$ cat src/hw/rtl/ryc_pkg.sv
// Shared types and constants for the RGB to YCbCr 4:2:0 converter.
// Depends on nothing; the line store, colour arithmetic and top level refer to it by scoped names.
`timescale 1ns / 1ps

package ryc_pkg;

    // Frame geometry and the defaults that reset loads.
    localparam int MAX_WIDTH_DEF = 4096;
    localparam int HEIGHT_LIMIT  = 4096;
    localparam int ROW_W         = 12;
    localparam int CFG_W         = 13;
    localparam int CFG_IDX_W     = 1;

    localparam logic [CFG_W-1:0] WIDTH_RESET  = 13'd640;
    localparam logic [CFG_W-1:0] HEIGHT_RESET = 13'd480;

    // Configuration register indexes.
    typedef enum logic [CFG_IDX_W-1:0] {
        CFG_FRAME_WIDTH  = 1'b0,
        CFG_FRAME_HEIGHT = 1'b1
    } t_cfg_reg;

    // BT.601 coefficients in Q16.
    localparam logic [15:0] COEF_Y_R  = 16'd16843;
    localparam logic [15:0] COEF_Y_G  = 16'd33030;
    localparam logic [15:0] COEF_Y_B  = 16'd6423;
    localparam logic [15:0] COEF_CB_R = 16'd9699;
    localparam logic [15:0] COEF_CB_G = 16'd19071;
    localparam logic [15:0] COEF_C_HI = 16'd28770;
    localparam logic [15:0] COEF_CR_G = 16'd24117;
    localparam logic [15:0] COEF_CR_B = 16'd4653;

    localparam logic [7:0]  LUMA_OFFSET   = 8'd16;
    localparam logic [23:0] CHROMA_OFFSET = 24'd8388608;

    // One pixel, red in the low byte.
    typedef struct packed {
        logic [7:0] blue;
        logic [7:0] green;
        logic [7:0] red;
    } t_rgb;

    // Horizontal pair sums of one channel triple, red in the low bits.
    typedef struct packed {
        logic [8:0] blue;
        logic [8:0] green;
        logic [8:0] red;
    } t_pair_sum;

    // Contents of the first pipeline stage, handed to the colour arithmetic.
    typedef struct packed {
        t_rgb      pixel;
        t_pair_sum pair;
        logic      chroma;
        logic      frame_end;
    } t_stage0;

endpackage

$ cat src/hw/rtl/ryc_yuv_if.sv
// Output channel of the converter: luma of one pixel, with block chroma when complete.
// Depends on nothing.
`timescale 1ns / 1ps

interface ryc_yuv_if;
    logic       valid;
    logic       ready;
    logic [7:0] luma;
    logic       chroma_valid;
    logic [7:0] blue_difference;
    logic [7:0] red_difference;
    logic       frame_end;

    modport source (output valid, output luma, output chroma_valid,
                    output blue_difference, output red_difference,
                    output frame_end, input ready);
    modport sink   (input valid, input luma, input chroma_valid,
                    input blue_difference, input red_difference,
                    input frame_end, output ready);
endinterface

$ cat src/hw/rtl/ryc_color_math.sv
// Colour arithmetic pipeline: 2x2 averaging, luma and chroma products, sums and offsets.
// Three stages, the last being the output register; depends on ryc_pkg and ryc_yuv_if.
`timescale 1ns / 1ps

module ryc_color_math (
    input  logic               i_clk,
    input  logic               i_rst_n,
    input  logic               i_s0_valid,
    input  ryc_pkg::t_stage0   i_s0,
    input  ryc_pkg::t_pair_sum i_rd_data,
    output logic               o_s0_ready,
    ryc_yuv_if.source          o_yuv
);

    // Stage valids and per-stage load enables; a stage loads when it is empty
    // or when the stage after it loads, so bubbles are squeezed out.
    logic r_v1, r_v2, r_v3;
    logic load1, load2, load3;

    assign load3 = !r_v3 || o_yuv.ready;
    assign load2 = !r_v2 || load3;
    assign load1 = !r_v1 || load2;
    assign o_s0_ready = load1;

    always_ff @(posedge i_clk) begin
        if (!i_rst_n) begin
            r_v1 <= 1'b0;
            r_v2 <= 1'b0;
            r_v3 <= 1'b0;
        end else begin
            if (load1) begin
                r_v1 <= i_s0_valid;
            end
            if (load2) begin
                r_v2 <= r_v1;
            end
            if (load3) begin
                r_v3 <= r_v2;
            end
        end
    end

    // Stage 1: block averages and the three luma products.
    logic [7:0]  n_avg_r, n_avg_g, n_avg_b;
    logic [9:0]  sum4_r, sum4_g, sum4_b;
    logic [23:0] n_py_r, n_py_g, n_py_b;
    logic [7:0]  r_avg_r, r_avg_g, r_avg_b;
    logic [23:0] r_py_r, r_py_g, r_py_b;
    logic        r_c1, r_fe1;

    always_comb begin
        sum4_r  = 10'(i_s0.pair.red)   + 10'(i_rd_data.red);
        sum4_g  = 10'(i_s0.pair.green) + 10'(i_rd_data.green);
        sum4_b  = 10'(i_s0.pair.blue)  + 10'(i_rd_data.blue);
        n_avg_r = sum4_r[9:2];
        n_avg_g = sum4_g[9:2];
        n_avg_b = sum4_b[9:2];
        n_py_r  = 24'(i_s0.pixel.red)   * 24'(ryc_pkg::COEF_Y_R);
        n_py_g  = 24'(i_s0.pixel.green) * 24'(ryc_pkg::COEF_Y_G);
        n_py_b  = 24'(i_s0.pixel.blue)  * 24'(ryc_pkg::COEF_Y_B);
    end

    always_ff @(posedge i_clk) begin
        if (load1) begin
            r_avg_r <= n_avg_r;
            r_avg_g <= n_avg_g;
            r_avg_b <= n_avg_b;
            r_py_r  <= n_py_r;
            r_py_g  <= n_py_g;
            r_py_b  <= n_py_b;
            r_c1    <= i_s0.chroma;
            r_fe1   <= i_s0.frame_end;
        end
    end

    // Stage 2: luma sum with offset, and the six chroma products.
    logic [23:0] luma_sum;
    logic [7:0]  n_luma;
    logic [22:0] n_pcb_r, n_pcb_g, n_pcb_b, n_pcr_r, n_pcr_g, n_pcr_b;
    logic [7:0]  r_luma2;
    logic [22:0] r_pcb_r, r_pcb_g, r_pcb_b, r_pcr_r, r_pcr_g, r_pcr_b;
    logic        r_c2, r_fe2;

    always_comb begin
        luma_sum = r_py_r + r_py_g + r_py_b;
        n_luma   = luma_sum[23:16] + ryc_pkg::LUMA_OFFSET;
        n_pcb_r  = 23'(r_avg_r) * 23'(ryc_pkg::COEF_CB_R);
        n_pcb_g  = 23'(r_avg_g) * 23'(ryc_pkg::COEF_CB_G);
        n_pcb_b  = 23'(r_avg_b) * 23'(ryc_pkg::COEF_C_HI);
        n_pcr_r  = 23'(r_avg_r) * 23'(ryc_pkg::COEF_C_HI);
        n_pcr_g  = 23'(r_avg_g) * 23'(ryc_pkg::COEF_CR_G);
        n_pcr_b  = 23'(r_avg_b) * 23'(ryc_pkg::COEF_CR_B);
    end

    always_ff @(posedge i_clk) begin
        if (load2) begin
            r_luma2 <= n_luma;
            r_pcb_r <= n_pcb_r;
            r_pcb_g <= n_pcb_g;
            r_pcb_b <= n_pcb_b;
            r_pcr_r <= n_pcr_r;
            r_pcr_g <= n_pcr_g;
            r_pcr_b <= n_pcr_b;
            r_c2    <= r_c1;
            r_fe2   <= r_fe1;
        end
    end

    // Stage 3: signed chroma sums, floor to eight bits, output register.
    logic signed [26:0] cb_sum, cr_sum;
    logic [7:0]         n_cb, n_cr;
    logic [7:0]         r_luma3, r_cb3, r_cr3;
    logic               r_c3, r_fe3;

    always_comb begin
        cb_sum = signed'(27'(ryc_pkg::CHROMA_OFFSET)) + signed'(27'(r_pcb_b))
               - signed'(27'(r_pcb_r)) - signed'(27'(r_pcb_g));
        cr_sum = signed'(27'(ryc_pkg::CHROMA_OFFSET)) + signed'(27'(r_pcr_r))
               - signed'(27'(r_pcr_g)) - signed'(27'(r_pcr_b));
        n_cb = (r_c2 && !cb_sum[26]) ? cb_sum[23:16] : 8'd0;
        n_cr = (r_c2 && !cr_sum[26]) ? cr_sum[23:16] : 8'd0;
    end

    always_ff @(posedge i_clk) begin
        if (load3) begin
            r_luma3 <= r_luma2;
            r_cb3   <= n_cb;
            r_cr3   <= n_cr;
            r_c3    <= r_c2;
            r_fe3   <= r_fe2;
        end
    end

    assign o_yuv.valid           = r_v3;
    assign o_yuv.luma            = r_luma3;
    assign o_yuv.chroma_valid    = r_c3;
    assign o_yuv.blue_difference = r_cb3;
    assign o_yuv.red_difference  = r_cr3;
    assign o_yuv.frame_end       = r_fe3;

`ifndef SYNTHESIS
    // Chroma samples are zero on every transaction that carries no chroma.
    a_chroma_zero: assert property (@(posedge i_clk) disable iff (!i_rst_n)
        (o_yuv.valid && !o_yuv.chroma_valid) |->
        (o_yuv.blue_difference == 8'd0 && o_yuv.red_difference == 8'd0))
        else $error("chroma not zero on a luma-only transaction");

    // The front may only be held off when every stage is full and the output stalls.
    a_full_stall: assert property (@(posedge i_clk) disable iff (!i_rst_n)
        !o_s0_ready |-> (r_v1 && r_v2 && r_v3 && !o_yuv.ready))
        else $error("front stalled while the pipeline has room");
`endif

endmodule

$ cat src/flat_wrapper.sv
// flat-port wrapper written by rule: the top's interface ports become plain ports
module ryc_color_math_flat 
  (i_clk, i_rst_n, i_s0_valid, i_s0, i_rd_data, o_s0_ready, o_yuv_valid, o_yuv_luma, o_yuv_chroma_valid, o_yuv_blue_difference, o_yuv_red_difference, o_yuv_frame_end, o_yuv_ready);
  ryc_yuv_if o_yuv_i ();
  input  logic i_clk;
  input  logic i_rst_n;
  input  logic i_s0_valid;
  input  ryc_pkg::t_stage0 i_s0;
  input  ryc_pkg::t_pair_sum i_rd_data;
  output logic o_s0_ready;
  output wire logic [$bits(o_yuv_i.valid)-1:0] o_yuv_valid;
  output wire logic [$bits(o_yuv_i.luma)-1:0] o_yuv_luma;
  output wire logic [$bits(o_yuv_i.chroma_valid)-1:0] o_yuv_chroma_valid;
  output wire logic [$bits(o_yuv_i.blue_difference)-1:0] o_yuv_blue_difference;
  output wire logic [$bits(o_yuv_i.red_difference)-1:0] o_yuv_red_difference;
  output wire logic [$bits(o_yuv_i.frame_end)-1:0] o_yuv_frame_end;
  input wire logic [$bits(o_yuv_i.ready)-1:0] o_yuv_ready;
  assign o_yuv_valid = o_yuv_i.valid;
  assign o_yuv_luma = o_yuv_i.luma;
  assign o_yuv_chroma_valid = o_yuv_i.chroma_valid;
  assign o_yuv_blue_difference = o_yuv_i.blue_difference;
  assign o_yuv_red_difference = o_yuv_i.red_difference;
  assign o_yuv_frame_end = o_yuv_i.frame_end;
  assign o_yuv_i.ready = o_yuv_ready;
  ryc_color_math u_core (.i_clk(i_clk), .i_rst_n(i_rst_n), .i_s0_valid(i_s0_valid), .i_s0(i_s0), .i_rd_data(i_rd_data), .o_s0_ready(o_s0_ready), .o_yuv(o_yuv_i));
endmodule
$ cat config.mk
export PLATFORM = sky130hd
export DESIGN_NAME = ryc_color_math_flat
export DESIGN_NICKNAME = d
export VERILOG_FILES = /design/src/hw/rtl/ryc_pkg.sv /design/src/hw/rtl/ryc_yuv_if.sv /design/src/hw/rtl/ryc_color_math.sv /design/src/flat_wrapper.sv
export SDC_FILE = /design/constraint.sdc
export NUM_CORES = 1
export LEC_CHECK = 0
export BUFFER_PORTS_ARGS = -buffer_cell sky130_fd_sc_hd__buf_2
export CAP_MARGIN = 25
export CORE_MARGIN = 2
export CORE_UTILIZATION = 60
export CTS_CLUSTER_SIZE = 30
export DETAILED_ROUTE_END_ITERATION = 12
export GPL_ROUTABILITY_DRIVEN = 1
export PLACE_DENSITY = 0.76
export SLEW_MARGIN = 20
export SYNTH_ARGS = -nofsm -noshare
export SYNTH_HDL_FRONTEND = slang
export SYNTH_SLANG_ARGS = --single-unit
$ cat constraint.sdc
create_clock -name i_clk -period 5.27 [get_ports i_clk]
set_input_delay 0 -clock i_clk [delete_from_list [all_inputs] [get_ports i_clk]]
set_output_delay 0 -clock i_clk [all_outputs]
set_load 0.005 [all_outputs]
Yosys cells after proc, flatten, opt, wreduce, memory -nomap -nowiden:

Cells that the tools add are included.

* multipliers: 9
* reductions and logical operators: 10
* add/sub/neg operators: 12

Operator list (count)
* 8-bit by 15-bit multiplier with 23-bit output, second input constant: 4
* 8-bit by 14-bit multiplier with 22-bit output, second input constant: 3
* 27-bit by 24-bit subtractor with 27-bit output: 2
* 24-bit by 23-bit adder with 25-bit output, first input constant: 2
* 8-bit by 13-bit multiplier with 21-bit output, second input constant: 2
* 9-bit by 9-bit adder with 10-bit output: 3
* 27-bit by 22-bit subtractor with 27-bit output: 1
* 27-bit by 23-bit subtractor with 27-bit output: 1
* 23-bit by 24-bit adder with 24-bit output: 1
* 24-bit by 21-bit adder with 24-bit output: 1
* 8-bit by 5-bit adder with 8-bit output, second input constant: 1
* 1-bit zero test: 5
* 1-bit logical OR: 3
* 1-bit logical AND: 2

* bits in registers: 265
* bits of input ports: 84

Logic depth before layout (Yosys ltp):

* depth after elaboration: 5
* depth in mapped cells: 19
* depth with buffers taken out: 19

Least setup slack after synthesis:

Ideal clock, no wire load.

* path type: reg2reg
* from: register u_core.r_avg_g[6]
* to: register u_core.r_pcb_g[22] (data pin)
* data required time: 4.998 ns
* period minus slack after synthesis: 4.753 ns
* cell stages (with the launch flop): 18
* data arrival time: 4.481 ns
* buffers on the path: 0
* setup slack: 0.517 ns
* cells stage by stage: edfxtp_1 -> fa_1 -> xor2_1 -> ha_1 -> fa_1 -> inv_1 -> fa_1 -> inv_1 -> ha_1 -> a21o_1 -> a21oi_1 -> nand2_1 -> a21oi_1 -> nand2_1 -> o21ai_1 -> a21oi_1 -> o41ai_1 -> o21ai_1

* cells in the longest elaborated chain, start to end: 1

RTL lines
* start, declared: RTL line ryc_color_math.sv:47 `logic [7:0] r_avg_r, r_avg_g, r_avg_b;`
* start signal, assigned: RTL line ryc_color_math.sv:66 `r_avg_g <= n_avg_g;`
* 8-bit by 15-bit multiplier with 23-bit output: RTL line ryc_color_math.sv:88 `n_pcb_g = 23'(r_avg_g) * 23'(ryc_pkg::COEF_CB_G);`
* via u_core.n_pcb_g[22]: RTL line ryc_color_math.sv:79 `logic [22:0] n_pcb_r, n_pcb_g, n_pcb_b, n_pcr_r, n_pcr_g, n_pcr_b;`
* end signal, assigned: RTL line ryc_color_math.sv:99 `r_pcb_g <= n_pcb_g;`
* end, declared: RTL line ryc_color_math.sv:81 `logic [22:0] r_pcb_r, r_pcb_g, r_pcb_b, r_pcr_r, r_pcr_g, r_pcr_b;`

The timed path passes the listed nets, and every way through them passes these cells.
A chain may end at the register's enable or synchronous reset.

Final worst setup path:

* from: register u_core.r_avg_g[5]
* to: register u_core.r_pcb_g[20] (data pin)

The elaborated chain is that of the path after synthesis.

==> flow_metrics.tcl <==
set metrics [dict create \
    post_cts_buffers 0 \
    synth_top_area_share_pct 29.8 \
    yosys.area_share.simple_pct 6.71 \
    fin_cells 3202 \
    fill_cells 3153 \
    required_ns 5.60 \
    overflow 0 \
    ant_nets 0 \
    vias_per_cell 5.48 \
    synth_common_cells "ha_1 (554), inv_1 (475), edfxtp_1 (258), fa_1 (208), xnor2_1 (106)" \
    worst_slew_margin_rel_pct 33.2 \
    dp.cells 3065 \
    syn_to_final_growth_pct 12.6 \
    pin_count 112 \
    slowest_delay_ns 0.75 \
    worst_ep_arrival_time_ns 5.25 \
    rsz0062_at_grt "no" \
    drt_drc_violations_left 0 \
    async_flop_share_pct 0 \
    worst_path_max_delay_cell "fa_1" \
    drt_iter0_markers 751 \
    grt_first_pass_wirelength_mm 91.4 \
    grt_pass1_vias 18500 \
    hold_path.class "input pin to flop" \
    io_buffer_count 111 \
    setup_viol 0 \
    synthXorXnorAreaFrac_pct 5.05 \
    tritoncts "built" \
    end_kind "flop" \
    clk_pin_slew_ns 0.06 \
    rows 76 \
    synth_compound_area_share_pct 8.68 \
    rrSetupSlack_ns 0.35 \
    drt-pass1-iter-count 5 \
    yosysWarnings 0 \
    hpwl_mm 44.7 \
    synthTopCellsByArea "edfxtp_1 (30%), ha_1 (27%), fa_1 (16%)" \
    fin_util_pct 68.2 \
    startpoint_type "flop" \
    min_delay_worst_endpoint "u_core.r_avg_b[5]$_DFFE_PP_" \
    drive_gt1_share_pct 7.07 \
    avgSynthCellArea_um2 11.0 \
    status "finished clean" \
    tightest_slew_ns 1.00 \
    root_buffer "clkbuf_16" \
    r2r_end "u_core.r_pcb_g[20]$_DFFE_PP_" \
    synth.most_common_cell "ha_1" \
    htreeDepth 1 \
    grt_max_degree 103 \
    synth_mux_area_share_pct 0.0385 \
    yosys.area.top_type "edfxtp_1" \
    min_path_cells 4 \
    worst-setup-path-type "flop to flop" \
    die_w_um 212 \
    clkSinkCount 261 \
    synth_top_family_by_area "adder cells" \
    finalWeightedCongestion 0.893 \
    n_antenna_cell 0 \
    syn_area_um2 26000 \
    seq_area_frac_synth_pct 30.0 \
    period_needed_ns 4.92 \
    skew_ns 0.0232 \
    drv_slew 0 \
    yosysUniqueCellTypes 63 \
    die-area_um2 45100 \
    finalCritPeriodShare_pct 93.4 \
    clk_latency_ns 0.58 \
    fin_tns_setup_ns 0 \
    routed_wl_mm 55.4 \
    rr_startpoint "u_core.r_avg_g[5]$_DFFE_PP_" \
    wl_per_cell_um 17.3 \
    vias 17500 \
    antenna_found_initial 0 \
    crit_chain "fa_1, xor2_2, ha_1, fa_1, inv_1, fa_1, inv_1, ha_1, a21o_1, a21oi_1, nand2_1, a21oi_1, nand2_1, o21ai_1, a21oi_1, o41ai_2, xnor2_1" \
    synth_edf_count 258 \
    synthCells 2356 \
    fmaxAchievable_mhz 203 \
    start_util_pct 60.6 \
    path_max_fanout 6 \
    syn_nets 3202 \
    ys_ff_latch 261 \
    drv_cap 0 \
    synth-main-ff-cell "edfxtp_1" \
    die_h_um 212 \
    fin_nets 3440 \
    core-area_um2 43000 \
    finalHoldViolCount 0 \
    hp-start "i_s0[26]" \
    synthAdderAreaFrac_pct 42.6 \
    grt_use_total_pct 25.7 \
    cts_buffer_depth 3 \
    worstRegToRegCells 17 \
    cts_buffers 31 \
]
[area by class of cell]
type | instances | area, um2 | share of cell area, %
well taps | 585 | 732 | 2.50
clock inverters | 18 | 223 | 0.760
clock buffers | 38 | 802 | 2.74
flip-flops and latches | 261 | 7810 | 26.6
multi-input cells | 1616 | 16500 | 56.2
repair buffers | 207 | 1490 | 5.09
inverters | 477 | 1790 | 6.11
[critical path: cells and delay by family (launching register included)]
| family | cells | cell delay (ns) |
|---|---|---|
| adder cells (fa/ha/maj) | 5 | 2.28 |
| flip-flops | 1 | 0.41 |
| AO/OA/AOI/OAI | 6 | 1.28 |
| XOR/XNOR | 2 | 0.42 |
| buffers and inverters | 2 | 0.12 |
| AND/OR/NAND/NOR | 2 | 0.16 |
[flip-flops by register name (all words and copies together), names as in the netlist, 8 cells and up]
| register | cells |
|---|---|
| u_core.r_pcb_r | 22 |
| u_core.o_yuv.luma | 8 |
| u_core.o_yuv.blue_difference | 8 |
| u_core.o_yuv.red_difference | 8 |
| u_core.r_avg_b | 8 |
| u_core.r_luma2 | 8 |
| u_core.r_pcr_g | 23 |
| u_core.r_pcb_b | 22 |
| u_core.r_py_b | 21 |
| u_core.r_py_r | 23 |
| u_core.r_avg_r | 8 |
| u_core.r_py_g | 23 |
| u_core.r_pcb_g | 22 |
| u_core.r_avg_g | 8 |
| u_core.r_pcr_r | 21 |
| u_core.r_pcr_b | 19 |
[worst max path at each step]
stage,start,end,slack [ns],cells after the start
2_1_floorplan,u_core.r_avg_g[6]$_DFFE_PP_,u_core.r_pcb_g[22]$_DFFE_PP_,0.52,17
3_3_place_gp,u_core.r_avg_g[5]$_DFFE_PP_,u_core.r_pcb_g[22]$_DFFE_PP_,0.27,17
3_5_place_dp,u_core.r_avg_g[5]$_DFFE_PP_,u_core.r_pcb_g[22]$_DFFE_PP_,0.17,17
4_1_cts,u_core.r_avg_g[5]$_DFFE_PP_,u_core.r_pcb_g[22]$_DFFE_PP_,0.16,17
5_1_grt,u_core.r_avg_g[5]$_DFFE_PP_,u_core.r_pcb_g[22]$_DFFE_PP_,0.004,17
6_report,u_core.r_avg_g[5]$_DFFE_PP_,u_core.r_pcb_g[20]$_DFFE_PP_,0.35,17
[layout by cell type, fill, tap and decap left out, types with 7 or more instances in the layout]
cell / count
o21ai_0: 22
dlygate4sd3_1: 81
clkbuf_16: 31
xor2_1: 43
and3_1: 15
nand2b_1: 20
o21a_1: 26
a21o_1: 38
buf_4: 14
o211ai_1: 13
ha_1: 554
buf_2: 111
nand4_1: 9
nand2_1: 64
clkinv_1: 7
o21ai_1: 42
nor2b_1: 29
o21bai_1: 18
xnor2_1: 106
a211oi_1: 10
and2_1: 7
clkbuf_1: 7
nor2_1: 105
inv_1: 475
nand3_1: 25
or3_1: 7
a31oi_1: 11
fa_1: 208
edfxtp_1: 258
a21oi_1: 98
a21boi_1: 14
or2_2: 8
nor3_1: 51
[per-stage QoR]
stage / setup slack (ns) / hold slack (ns) / cell area [um2]
floorplan: 0.517 / 0.0989 / 26000
global placement: 0.271 / 0.177 / 27500
finish: 0.349 / 0.0339 / 29300
global route: 0.00377 / 0.0441 / 29300
detailed placement: 0.171 / 0.179 / 27500
CTS: 0.165 / 0.00313 / 29300
[cell families (layout without fill, tap and decap cells)]
family                   after synthesis  in the layout
AO/OA/AOI/OAI                        345            345
buffers and inverters                479            740
AND/OR/NAND/NOR                      358            358
adder cells (fa/ha/maj)              762            762
flip-flops                           261            261
XOR/XNOR                             150            150
multiplexers                           1              1
[metal layers]
metal	vias to the layer above	track usage [%]	wire (um)
li1	8560	-	-
met1	8568	32.5	23600
met2	299	46.5	28100
met3	104	2.56	1810
met4	0	8.32	1900
met5	-	0	0
[repair_timing]
item                                    4_1_cts  5_1_grt
gates resized for setup                       0        4
hold endpoints to repair                     46        0
endpoints found under the setup margin        0        5
hold buffers                                 81        0
Power is not shown: default switching activity piles up to over one toggle a cycle in this logic, so the estimate is an artifact.
